## config.mk

```make
export PLATFORM = sky130hd
export DESIGN_NAME = length_prefixed_frame_deframer_top_flat
export DESIGN_NICKNAME = d
export VERILOG_FILES = /design/src/rtl/lpfd_pkg.sv /design/src/rtl/lpfd_if.sv /design/src/rtl/lpfd_step.sv /design/src/rtl/length_prefixed_frame_deframer_top.sv /design/src/flat_wrapper.sv
export SDC_FILE = /design/constraint.sdc
export NUM_CORES = 1
export LEC_CHECK = 0
export ABC_CLOCK_PERIOD_IN_PS = 3100
export BUFFER_PORTS_ARGS = -buffer_cell sky130_fd_sc_hd__buf_4
export CAP_MARGIN = 20
export CORE_MARGIN = 4
export CORE_UTILIZATION = 55
export DETAILED_ROUTE_END_ITERATION = 8
export PLACE_DENSITY = 0.78
export SLEW_MARGIN = 20
export SYNTH_ARGS = -nofsm -noshare
export SYNTH_HDL_FRONTEND = slang
export SYNTH_SLANG_ARGS = --single-unit
```

## constraint.sdc

```tcl
create_clock -name clk_i -period 3.1 [get_ports clk_i]
set_input_delay 0.31 -clock clk_i [delete_from_list [all_inputs] [get_ports clk_i]]
set_output_delay 0.31 -clock clk_i [all_outputs]
set_load 0.02 [all_outputs]
```

## src/rtl/lpfd_pkg.sv

```systemverilog
// Package for the length-prefixed frame deframer.
// Holds the status codes, the frame state and result structs, and the header constants.
// No dependencies.
`default_nettype none

package lpfd_pkg;

  localparam int unsigned HdrLen = 4;
  localparam logic [31:0] LenUnknown = 32'hFFFF_FFFF;

  typedef enum logic [2:0] {
    StHeader  = 3'd0,
    StPayload = 3'd1,
    StDone    = 3'd2,
    StBadLen  = 3'd3,
    StRestart = 3'd4
  } status_e;

  typedef struct packed {
    logic [23:0] header_bytes;
    logic [31:0] received_count;
    logic [31:0] total_length;
  } frame_state_t;

  typedef struct packed {
    status_e     status;
    logic [7:0]  payload_byte;
    logic [31:0] payload_index;
    logic        frame_done;
    logic [31:0] frame_length;
  } result_t;

endpackage

`default_nettype wire

```

## src/rtl/lpfd_if.sv

```systemverilog
// Valid/ready channel interfaces for the frame deframer: byte input and result output.
// Depends on lpfd_pkg for the status type.
`default_nettype none

interface lpfd_in_if;
  logic       valid;
  logic       ready;
  logic       func;
  logic [7:0] data_byte;

  modport source (output valid, func, data_byte, input ready);
  modport sink   (input valid, func, data_byte, output ready);
endinterface

interface lpfd_out_if;
  logic               valid;
  logic               ready;
  lpfd_pkg::status_e  status;
  logic [7:0]         payload_byte;
  logic [31:0]        payload_index;
  logic               frame_done;
  logic [31:0]        frame_length;

  modport source (output valid, status, payload_byte, payload_index, frame_done, frame_length,
                  input ready);
  modport sink   (input valid, status, payload_byte, payload_index, frame_done, frame_length,
                  output ready);
endinterface

`default_nettype wire

```

## src/rtl/lpfd_step.sv

```systemverilog
// Next-state and result logic of the deframer for one accepted word.
// Depends on lpfd_pkg for the state and result structs.
`default_nettype none

module lpfd_step (
  input  lpfd_pkg::frame_state_t state_i,
  input  logic                   func_i,
  input  logic [7:0]             data_byte_i,
  output lpfd_pkg::frame_state_t state_o,
  output lpfd_pkg::result_t      result_o
);

  logic [31:0] len_full;
  logic [31:0] count_inc;
  logic        in_header;

  assign len_full  = {data_byte_i, state_i.header_bytes};
  assign count_inc = state_i.received_count + 32'd1;
  assign in_header = state_i.received_count < 32'(lpfd_pkg::HdrLen);

  always_comb begin
    state_o                = state_i;
    result_o.status        = lpfd_pkg::StHeader;
    result_o.payload_byte  = 8'd0;
    result_o.payload_index = 32'd0;
    result_o.frame_done    = 1'b0;
    result_o.frame_length  = 32'd0;

    priority if (func_i) begin
      state_o.header_bytes   = 24'd0;
      state_o.received_count = 32'd0;
      state_o.total_length   = lpfd_pkg::LenUnknown;
      result_o.status        = lpfd_pkg::StRestart;
    end else if (in_header) begin
      // The count is below four here, so its low two bits pick the byte lane.
      unique case (state_i.received_count[1:0])
        2'd0: state_o.header_bytes[7:0]   = data_byte_i;
        2'd1: state_o.header_bytes[15:8]  = data_byte_i;
        2'd2: state_o.header_bytes[23:16] = data_byte_i;
        default: begin
          state_o.total_length  = len_full;
          result_o.frame_length = len_full;
          result_o.frame_done   = (len_full == 32'(lpfd_pkg::HdrLen));
        end
      endcase
      state_o.received_count = count_inc;
    end else if (state_i.total_length < 32'(lpfd_pkg::HdrLen)) begin
      result_o.status       = lpfd_pkg::StBadLen;
      result_o.frame_length = state_i.total_length;
    end else if (state_i.received_count >= state_i.total_length) begin
      result_o.status       = lpfd_pkg::StDone;
      result_o.frame_length = state_i.total_length;
    end else begin
      state_o.received_count = count_inc;
      result_o.status        = lpfd_pkg::StPayload;
      result_o.payload_byte  = data_byte_i;
      result_o.payload_index = state_i.received_count - 32'(lpfd_pkg::HdrLen);
      result_o.frame_done    = (count_inc == state_i.total_length);
      result_o.frame_length  = state_i.total_length;
    end
  end

endmodule

`default_nettype wire

```

## src/rtl/length_prefixed_frame_deframer_top.sv

```systemverilog
// Top level of the length-prefixed frame deframer (32-bit little-endian length).
// Depends on lpfd_pkg, lpfd_in_if, lpfd_out_if and lpfd_step.
//
//   channel  | dir | payload                                                    | accept
//   in_i     | in  | func, data_byte                                            | valid & ready
//   out_o    | out | status, payload_byte, payload_index, frame_done, frame_len | valid & ready
//
// Each accepted word gives exactly one result, shown by the output register in the next cycle.
// A word can be accepted in every cycle unless a full output register is stalled; the frame
// state and result register update at the same edge, so the next word sees the new state.
// The input is ready whenever the output register is empty or being drained this cycle.
// Reset clears the frame state to its initial values and empties the output register.
`default_nettype none

module length_prefixed_frame_deframer_top (
  input  logic             clk_i,
  input  logic             rst_ni,
  lpfd_in_if.sink          in_i,
  lpfd_out_if.source       out_o
);

  lpfd_pkg::frame_state_t state_q, state_d;
  lpfd_pkg::result_t      result_q, result_d;
  logic                   out_valid_q;
  logic                   in_accept;

  assign in_i.ready = ~out_valid_q | out_o.ready;
  assign in_accept  = in_i.valid & in_i.ready;

  lpfd_step u_step (
    .state_i     (state_q),
    .func_i      (in_i.func),
    .data_byte_i (in_i.data_byte),
    .state_o     (state_d),
    .result_o    (result_d)
  );

  always_ff @(posedge clk_i or negedge rst_ni) begin
    if (!rst_ni) begin
      state_q.header_bytes   <= 24'd0;
      state_q.received_count <= 32'd0;
      state_q.total_length   <= lpfd_pkg::LenUnknown;
      out_valid_q            <= 1'b0;
    end else begin
      if (in_accept) begin
        state_q <= state_d;
      end
      if (in_accept) begin
        out_valid_q <= 1'b1;
      end else if (out_o.ready) begin
        out_valid_q <= 1'b0;
      end
    end
  end

  always_ff @(posedge clk_i) begin
    if (in_accept) begin
      result_q <= result_d;
    end
  end

  assign out_o.valid         = out_valid_q;
  assign out_o.status        = result_q.status;
  assign out_o.payload_byte  = result_q.payload_byte;
  assign out_o.payload_index = result_q.payload_index;
  assign out_o.frame_done    = result_q.frame_done;
  assign out_o.frame_length  = result_q.frame_length;

`ifndef SYNTHESIS
  // A restart word always comes back as a restarted result at the next edge.
  a_restart_result: assert property (@(posedge clk_i) disable iff (!rst_ni)
    (in_accept && in_i.func) |=> (out_o.valid && out_o.status == lpfd_pkg::StRestart))
    else $error("restart word did not produce a restarted result");

  // Once the header is in and the length is sane, the count never runs past the length.
  a_count_bounded: assert property (@(posedge clk_i) disable iff (!rst_ni)
    (state_q.received_count >= 32'(lpfd_pkg::HdrLen) &&
     state_q.total_length >= 32'(lpfd_pkg::HdrLen))
    |-> (state_q.received_count <= state_q.total_length))
    else $error("received count passed the frame length");

  // A payload byte always lies inside the declared payload.
  a_index_in_frame: assert property (@(posedge clk_i) disable iff (!rst_ni)
    (out_o.valid && out_o.status == lpfd_pkg::StPayload)
    |-> (out_o.frame_length > 32'(lpfd_pkg::HdrLen) &&
         out_o.payload_index <= out_o.frame_length - 32'(lpfd_pkg::HdrLen + 1)))
    else $error("payload index outside the frame");

  // Only a taken header or payload byte can complete a frame.
  a_done_kind: assert property (@(posedge clk_i) disable iff (!rst_ni)
    (out_o.valid && out_o.frame_done)
    |-> (out_o.status == lpfd_pkg::StHeader || out_o.status == lpfd_pkg::StPayload))
    else $error("frame completion flagged on a refused or restart result");
`endif

endmodule

`default_nettype wire
```

## src/flat_wrapper.sv

```systemverilog
// flat-port wrapper written by rule: the top's interface ports become plain ports
module length_prefixed_frame_deframer_top_flat 
  (clk_i, rst_ni, in_i_valid, in_i_func, in_i_data_byte, in_i_ready, out_o_valid, out_o_status, out_o_payload_byte, out_o_payload_index, out_o_frame_done, out_o_frame_length, out_o_ready);
  lpfd_in_if in_i_i ();
  lpfd_out_if out_o_i ();
  input  logic clk_i;
  input  logic rst_ni;
  input wire logic [$bits(in_i_i.valid)-1:0] in_i_valid;
  input wire logic [$bits(in_i_i.func)-1:0] in_i_func;
  input wire logic [$bits(in_i_i.data_byte)-1:0] in_i_data_byte;
  output wire logic [$bits(in_i_i.ready)-1:0] in_i_ready;
  output wire logic [$bits(out_o_i.valid)-1:0] out_o_valid;
  output wire logic [$bits(out_o_i.status)-1:0] out_o_status;
  output wire logic [$bits(out_o_i.payload_byte)-1:0] out_o_payload_byte;
  output wire logic [$bits(out_o_i.payload_index)-1:0] out_o_payload_index;
  output wire logic [$bits(out_o_i.frame_done)-1:0] out_o_frame_done;
  output wire logic [$bits(out_o_i.frame_length)-1:0] out_o_frame_length;
  input wire logic [$bits(out_o_i.ready)-1:0] out_o_ready;
  assign in_i_i.valid = in_i_valid;
  assign in_i_i.func = in_i_func;
  assign in_i_i.data_byte = in_i_data_byte;
  assign in_i_ready = in_i_i.ready;
  assign out_o_valid = out_o_i.valid;
  assign out_o_status = out_o_i.status;
  assign out_o_payload_byte = out_o_i.payload_byte;
  assign out_o_payload_index = out_o_i.payload_index;
  assign out_o_frame_done = out_o_i.frame_done;
  assign out_o_frame_length = out_o_i.frame_length;
  assign out_o_i.ready = out_o_ready;
  length_prefixed_frame_deframer_top u_core (.clk_i(clk_i), .rst_ni(rst_ni), .in_i(in_i_i), .out_o(out_o_i));
endmodule
```

# Word-level counts from Yosys, hierarchy flattened
# Index checks and enable logic that the tools add are counted.
# Widths: inputs -> output; s select.
[op_classes]
n_div = 0
n_eq_ne = 7
multipliers = 0
addsub = 2
shift = 0
n_reduce_logical = 14
mux = 18
order_cmp = 3
bitwise_logic = 3
[ops]
columns = ["operator", "count"]
rows = [
  ["$mux 32", 5],
  ["$mux 88", 1],
  ["$mux 41", 2],
  ["$mux 33", 2],
  ["$lt 32x3->1 const B", 2],
  ["$add 32x1->32 const B", 1],
  ["$eq 32x3->1 const B", 1],
  ["$eq 32x32->1", 1],
  ["$ge 32x32->1", 1],
  ["$sub 32x3->32 const B", 1],
  ["$mux 24", 1],
  ["$mux 8", 3],
  ["$reduce_and 3->1", 5],
  ["$reduce_bool 2->1", 5],
  ["$ne 3x3->1 const B", 2],
  ["$mux 2", 2],
  ["$reduce_or 4->1", 1],
  ["$reduce_or 3->1", 1],
  ["$eq 2x1->1 const B", 1],
  ["$eq 2x2->1 const B", 1],
  ["$logic_not 2->1", 1],
  ["$mux 1", 2],
  ["$ne 2x1->1 const B", 1],
  ["$reduce_or 2->1", 1],
  ["other kinds (3)", 3],
]
[word_totals]
ramBits = 0
elab_cells = 59
inputBits = 13
memories = 0
regBits = 165
mem_bits_ro = 0
latch_bits = 0

# Longest topological paths before layout
[logic_depth]
ltp_word = 5
depth_mapped = 14

# Cells and area by module
# A second synthesis with hierarchy kept.
[hier_totals]
hier_cells = 1108
area_unflattened_um2 = 10755.3
[modules_own_cells]
columns = ["mod", "n_inst", "area_per_inst_um2", "seq_area_each_um2", "cells_per_inst"]
rows = [
  ["length_prefixed_frame_deframer_top", 1, 5666.7, 4549.4, 266],
  ["lpfd_step", 1, 5088.6, 0.0, 842],
]

# Worst setup path before layout
# Ideal clock, no wire load.
[synth_timing]
path_type = "reg2reg"
start = "register u_core.out_valid_q (netlist: u_core.out_o.valid)"
end = "register u_core.state_q[36] (netlist bit)"
setup_ns = 0.124
required_time_ns = 2.976
n_path_buf = 1
arrival_ns = 3.570
slack_ns = -0.594
synth_period_minus_slack_ns = 3.694
path_stages_with_launch = 8
cell_sequence = "dfrtp_1 nand2b_1 nand2_1 clkinv_1 a22oi_1 buf_2 nor4_1 a211o_1"
[synth_between]
elab_chain_len = 4
[synth_rtl]
columns = ["element", "line", "rtl"]
rows = [
  ["from (decl)", "length_prefixed_frame_deframer_top.sv:24", "logic out_valid_q;"],
  ["from (signal assigned)", "length_prefixed_frame_deframer_top.sv:43", "out_valid_q <= 1'b0;"],
  ["from (signal assigned)", "length_prefixed_frame_deframer_top.sv:49", "out_valid_q <= 1'b1;"],
  ["from (signal assigned)", "length_prefixed_frame_deframer_top.sv:51", "out_valid_q <= 1'b0;"],
  ["$not 1->1", "length_prefixed_frame_deframer_top.sv:27", "assign in_i.ready = ~out_valid_q | out_o.ready;"],
  ["$or 1x1->1", "length_prefixed_frame_deframer_top.sv:27", ""],
  ["net in_i_ready", "flat_wrapper.sv:11", "output wire logic [$bits(in_i_i.ready)-1:0] in_i_ready;"],
  ["$and 1x1->1", "length_prefixed_frame_deframer_top.sv:28", "assign in_accept = in_i.valid & in_i.ready;"],
  ["net u_core.in_accept", "length_prefixed_frame_deframer_top.sv:25", "logic in_accept;"],
  ["$reduce_and 3->1 (no line)", "n/a", ""],
  ["to (signal assigned)", "length_prefixed_frame_deframer_top.sv:46", "state_q <= state_d;"],
  ["to (decl)", "length_prefixed_frame_deframer_top.sv:22", "lpfd_pkg::frame_state_t state_q, state_d;"],
]
# The timed path passes the listed nets, and every way through them passes these cells.
# A chain may end at the register's enable or synchronous reset.

# Worst setup path in the final report
[layout_timing]
start = "register u_core.state_q[53] (netlist bit)"
end = "register u_core.result_q, in the netlist u_core.out_o.frame_done, data pin"
[layout_between]
elab_chain_len = 5
word_cells_on_any_way = 7
[layout_rtl]
columns = ["element", "line", "rtl"]
rows = [
  ["$add 32x1->32", "lpfd_step.sv:18", "assign count_inc = state_i.received_count + 32'd1;"],
  ["$eq 32x32->1", "lpfd_step.sv:58", "result_o.frame_done = (count_inc == state_i.total_length);"],
  ["$mux 41", "lpfd_step.sv:50", "end else if (state_i.received_count >= state_i.total_length) begin"],
  ["$mux 41", "lpfd_step.sv:47", "end else if (state_i.total_length < 32'(lpfd_pkg::HdrLen)) begin"],
  ["$mux 33 *", "lpfd_step.sv:34", "end else if (in_header) begin"],
  ["to (signal assigned)", "length_prefixed_frame_deframer_top.sv:58", "result_q <= result_d;"],
  ["to (decl)", "length_prefixed_frame_deframer_top.sv:23", "lpfd_pkg::result_t result_q, result_d;"],
]
# Mark *: on every way between the ends. The rest lies on a longest branch, timed or not.

==> impl_metrics.env <==
export IMPL_drive_gt1_share_pct=30.4
export IMPL_synthFlopType="edfxtp_1"
export IMPL_htreeDepth=4
export IMPL_maxCapViolCount=0
export IMPL_vias_per_cell=6.45
export IMPL_ant_nets=0
export IMPL_cts_tree="done"
export IMPL_diodes=0
export IMPL_numClockSinks=165
export IMPL_numPortBuffers=90
export IMPL_gr_total_overflow=0
export IMPL_crit_slowest_cell="or4_4"
export IMPL_final_max_slew_violation_count=0
export IMPL_ioPinCount=91
export IMPL_stdcell_count=1445
export IMPL_netlist_instances=1045
export IMPL_multi_input_area_um2=5150
export IMPL_grt_antenna_before_repair=0
export IMPL_placedCellCount=1403
export IMPL_finClkSkew_ns=0.00757
export IMPL_synth_edf_count=76
export IMPL_clock_latency_ns=0.44
export IMPL_synth_seq_cells=165
export IMPL_syn2layout_area_growth_pct=25.3
export IMPL_grt_start_max_net_pins=79
export IMPL_fin_crit_ns=3.05
export IMPL_crit_chain="or4_4, or4_4, or4_4, nor2_4, a211oi_2, nand2_2, a2111oi_4, a41o_1"
export IMPL_synth_fp_nets=1097
export IMPL_vias=9324
export IMPL_dp_slack_ns=-0.287
export IMPL_slowest_delay_ns=0.59
export IMPL_cts_buffer_depth=2
export IMPL_die_area_um2=20300
export IMPL_peakVddDrop_uv=481
export IMPL_clk_pin_slew_worst_paths_ns=0.07
export IMPL_grt_pass1_vias=8968
export IMPL_ys_top_cells_by_count="93 x nor2_1, 91 x nand2_1, 84 x a21oi_1"
export IMPL_setup_viol=0
export IMPL_final_design_area_no_fill_um2=12500
export IMPL_ys_warn_count=0
export IMPL_synth_cell_types=68
export IMPL_cp_required_ns=3.29
export IMPL_syn_area_um2=9950
export IMPL_synthMostInstantiatedCell="nor2_1"
export IMPL_cp_buffers_inverters=0
export IMPL_wirelength_um=31900
export IMPL_cts_root_buf="clkbuf_16"
export IMPL_num_rows=48
export IMPL_maxSlewHeadroom_pct=45.4
export IMPL_grt_use_total_pct=31.1
export IMPL_fin_setup_tns_ns=0
export IMPL_yosysTopAreaCellShare_pct=22.9
export IMPL_end_kind="register"
export IMPL_yosysSeqAreaShare_pct=45.7
export IMPL_rsz0062_at_grt="yes"
export IMPL_syn_area_per_cell_um2=9.52
export IMPL_fmax_ghz=0.328
export IMPL_first_pass_iters=5
export IMPL_critPathKind="register to register"
export IMPL_placed_area_um2=11600
export IMPL_routedWlPerCell_um=22.1
export IMPL_worst_pin_slew_ns=0.819
export IMPL_nets=1259
export IMPL_start_util_pct=56.7
export IMPL_finalCritPeriodShare_pct=98.4
export IMPL_cts_buffers=17
export IMPL_core_area_um2=17500
export IMPL_async_reset_ff_share_pct=53.9
export IMPL_finalHoldViolCount=0
export IMPL_leakage_nw=5.49
export IMPL_seq_area_um2=4560
export IMPL_gp_congestion=1.00
export IMPL_drt_iter0_drc=1253
export IMPL_hpwl_um=22000
export IMPL_crit_arrival_ns=3.24
export IMPL_grt_pass1_wl_um=49200
export IMPL_die_h_um=143
export IMPL_synth_top_area_cell="edfxtp_1"
export IMPL_crit_family="simple AND/OR/NAND/NOR gates"
export IMPL_setup_ws_ns=0.0492
export IMPL_powerDensity_nw_per_um2=612
export IMPL_dieWidth_um=143
export IMPL_cp_max_fo=3
export IMPL_crit_top_cell="or4_4"
export IMPL_fillerInstances=1338
export IMPL_synth_area_leaders="edfxtp_1 23%, dfrtp_1 14%, dfstp_2 8.4%"
export IMPL_status="completed"
export IMPL_start_kind="register"
export IMPL_p_total_mw=7.63
export IMPL_hp_class="input port to register"
export IMPL_drc=0
[final timing paths]
kind                                                              end  slack (ns)                           start  cells past startpoint
worst max-delay path            u_core.out_o.frame_done$_SDFFCE_PP0P_        0.05  u_core.state_q[53]$_DFFE_PN0P_                      8
worst min-delay path                   u_core.out_o.valid$_DFFE_PN0P_        0.08                      in_i_valid                      2
worst max register to register  u_core.out_o.frame_done$_SDFFCE_PP0P_        0.05  u_core.state_q[53]$_DFFE_PN0P_                      8
worst min register to register         u_core.state_q[13]$_DFFE_PN1P_        0.50  u_core.state_q[13]$_DFFE_PN1P_                      2
max in group asynchronous              u_core.state_q[19]$_DFFE_PN1P_        1.87                          rst_ni                      3
min in group asynchronous              u_core.state_q[36]$_DFFE_PN0P_        0.49                          rst_ni                      2
[cells in the final DEF, fill, tap and decap left out, types with 12 or more instances in the layout]
master,instances
buf_4,207
xnor2_1,42
nand3_1,62
nor2_1,91
nand4_1,19
and3_1,17
a21oi_1,82
o22a_1,34
mux2_2,25
a31oi_1,12
nor4_1,28
a21o_1,22
edfxtp_1,76
clkbuf_16,18
nor3_1,16
nand2_1,89
xor2_1,24
dfrtp_1,52
dfstp_2,32
ha_1,36
inv_1,38
o21ai_0,19
[through the flow]
step           hold WS, ns  utilization, %
2_1_floorplan       0.0144               -
3_3_place_gp         0.490            66.0
3_5_place_dp         0.494            66.0
4_1_cts             0.0777            69.4
5_1_grt             0.0883            71.1
6_report            0.0803            71.1
[layout make-up]
cell class	instances	area share, %
clock buffer	18	3.44
clock inverter	14	0.994
inverter	42	1.29
multi-input combinational	761	41.4
sequential	165	36.5
tap	225	2.26
timing repair buffer	220	14.1
[worst reg2reg max path: cells and delay by family, from the launching register on]
kind	cells	cell delay (ns)
DFF	1	0.39
AOI/OAI and AO/OA	3	0.40
and+or+nand+nor	5	2.02
[per-layer routing]
layer / up-vias / part of all wire (%) / GRT usage, %
met4: 0 / 3.9 / 13.8
li1: 4141 / - / -
met5: - / 0 / 0
met3: 98 / 10 / 5.75
met1: 4483 / 39 / 42.3
met2: 602 / 47 / 48.8
[state kept, by name, summed over array words and instances, names as in the netlist]
name and cells:
u_core.state_q 88, u_core.out_o.frame_length 32, u_core.out_o.payload_index 32, u_core.out_o.payload_byte 8
u_core.out_o.status 3, u_core.out_o.frame_done 1, u_core.out_o.valid 1
[kinds of logic (layout without fill, tap and decap cells)]
| group | count (synthesis) | after routing | share of synthesized area (%) |
|---|---|---|---|
| buf+inv | 119 | 294 | 4.78 |
| compound gates | 230 | 230 | 15.6 |
| mux | 27 | 27 | 3.03 |
| xor+xnor | 68 | 68 | 5.98 |
| simple gates | 396 | 396 | 19.9 |
| fa+ha+maj | 40 | 40 | 5.00 |
| flops | 165 | 165 | 45.7 |
[report_power, final]
group          internal (mW)  total, mW  switching [mW]
logic                   1.12       2.56            1.45
clock network           1.11       2.06           0.947
registers               2.68       3.00           0.323
[repair_timing]
| item | in CTS | in global routing |
|---|---|---|
| setup buffers | 0 | 7 |
| hold buffers | 0 | 1 |
| endpoints found under the setup margin | 67 | 127 |
| gates resized for setup | 12 | 42 |
| hold endpoints to repair | 0 | 20 |
| pin swaps | 1 | 11 |
| gates cloned | 0 | 2 |
Power figures use the tool's default switching activity.
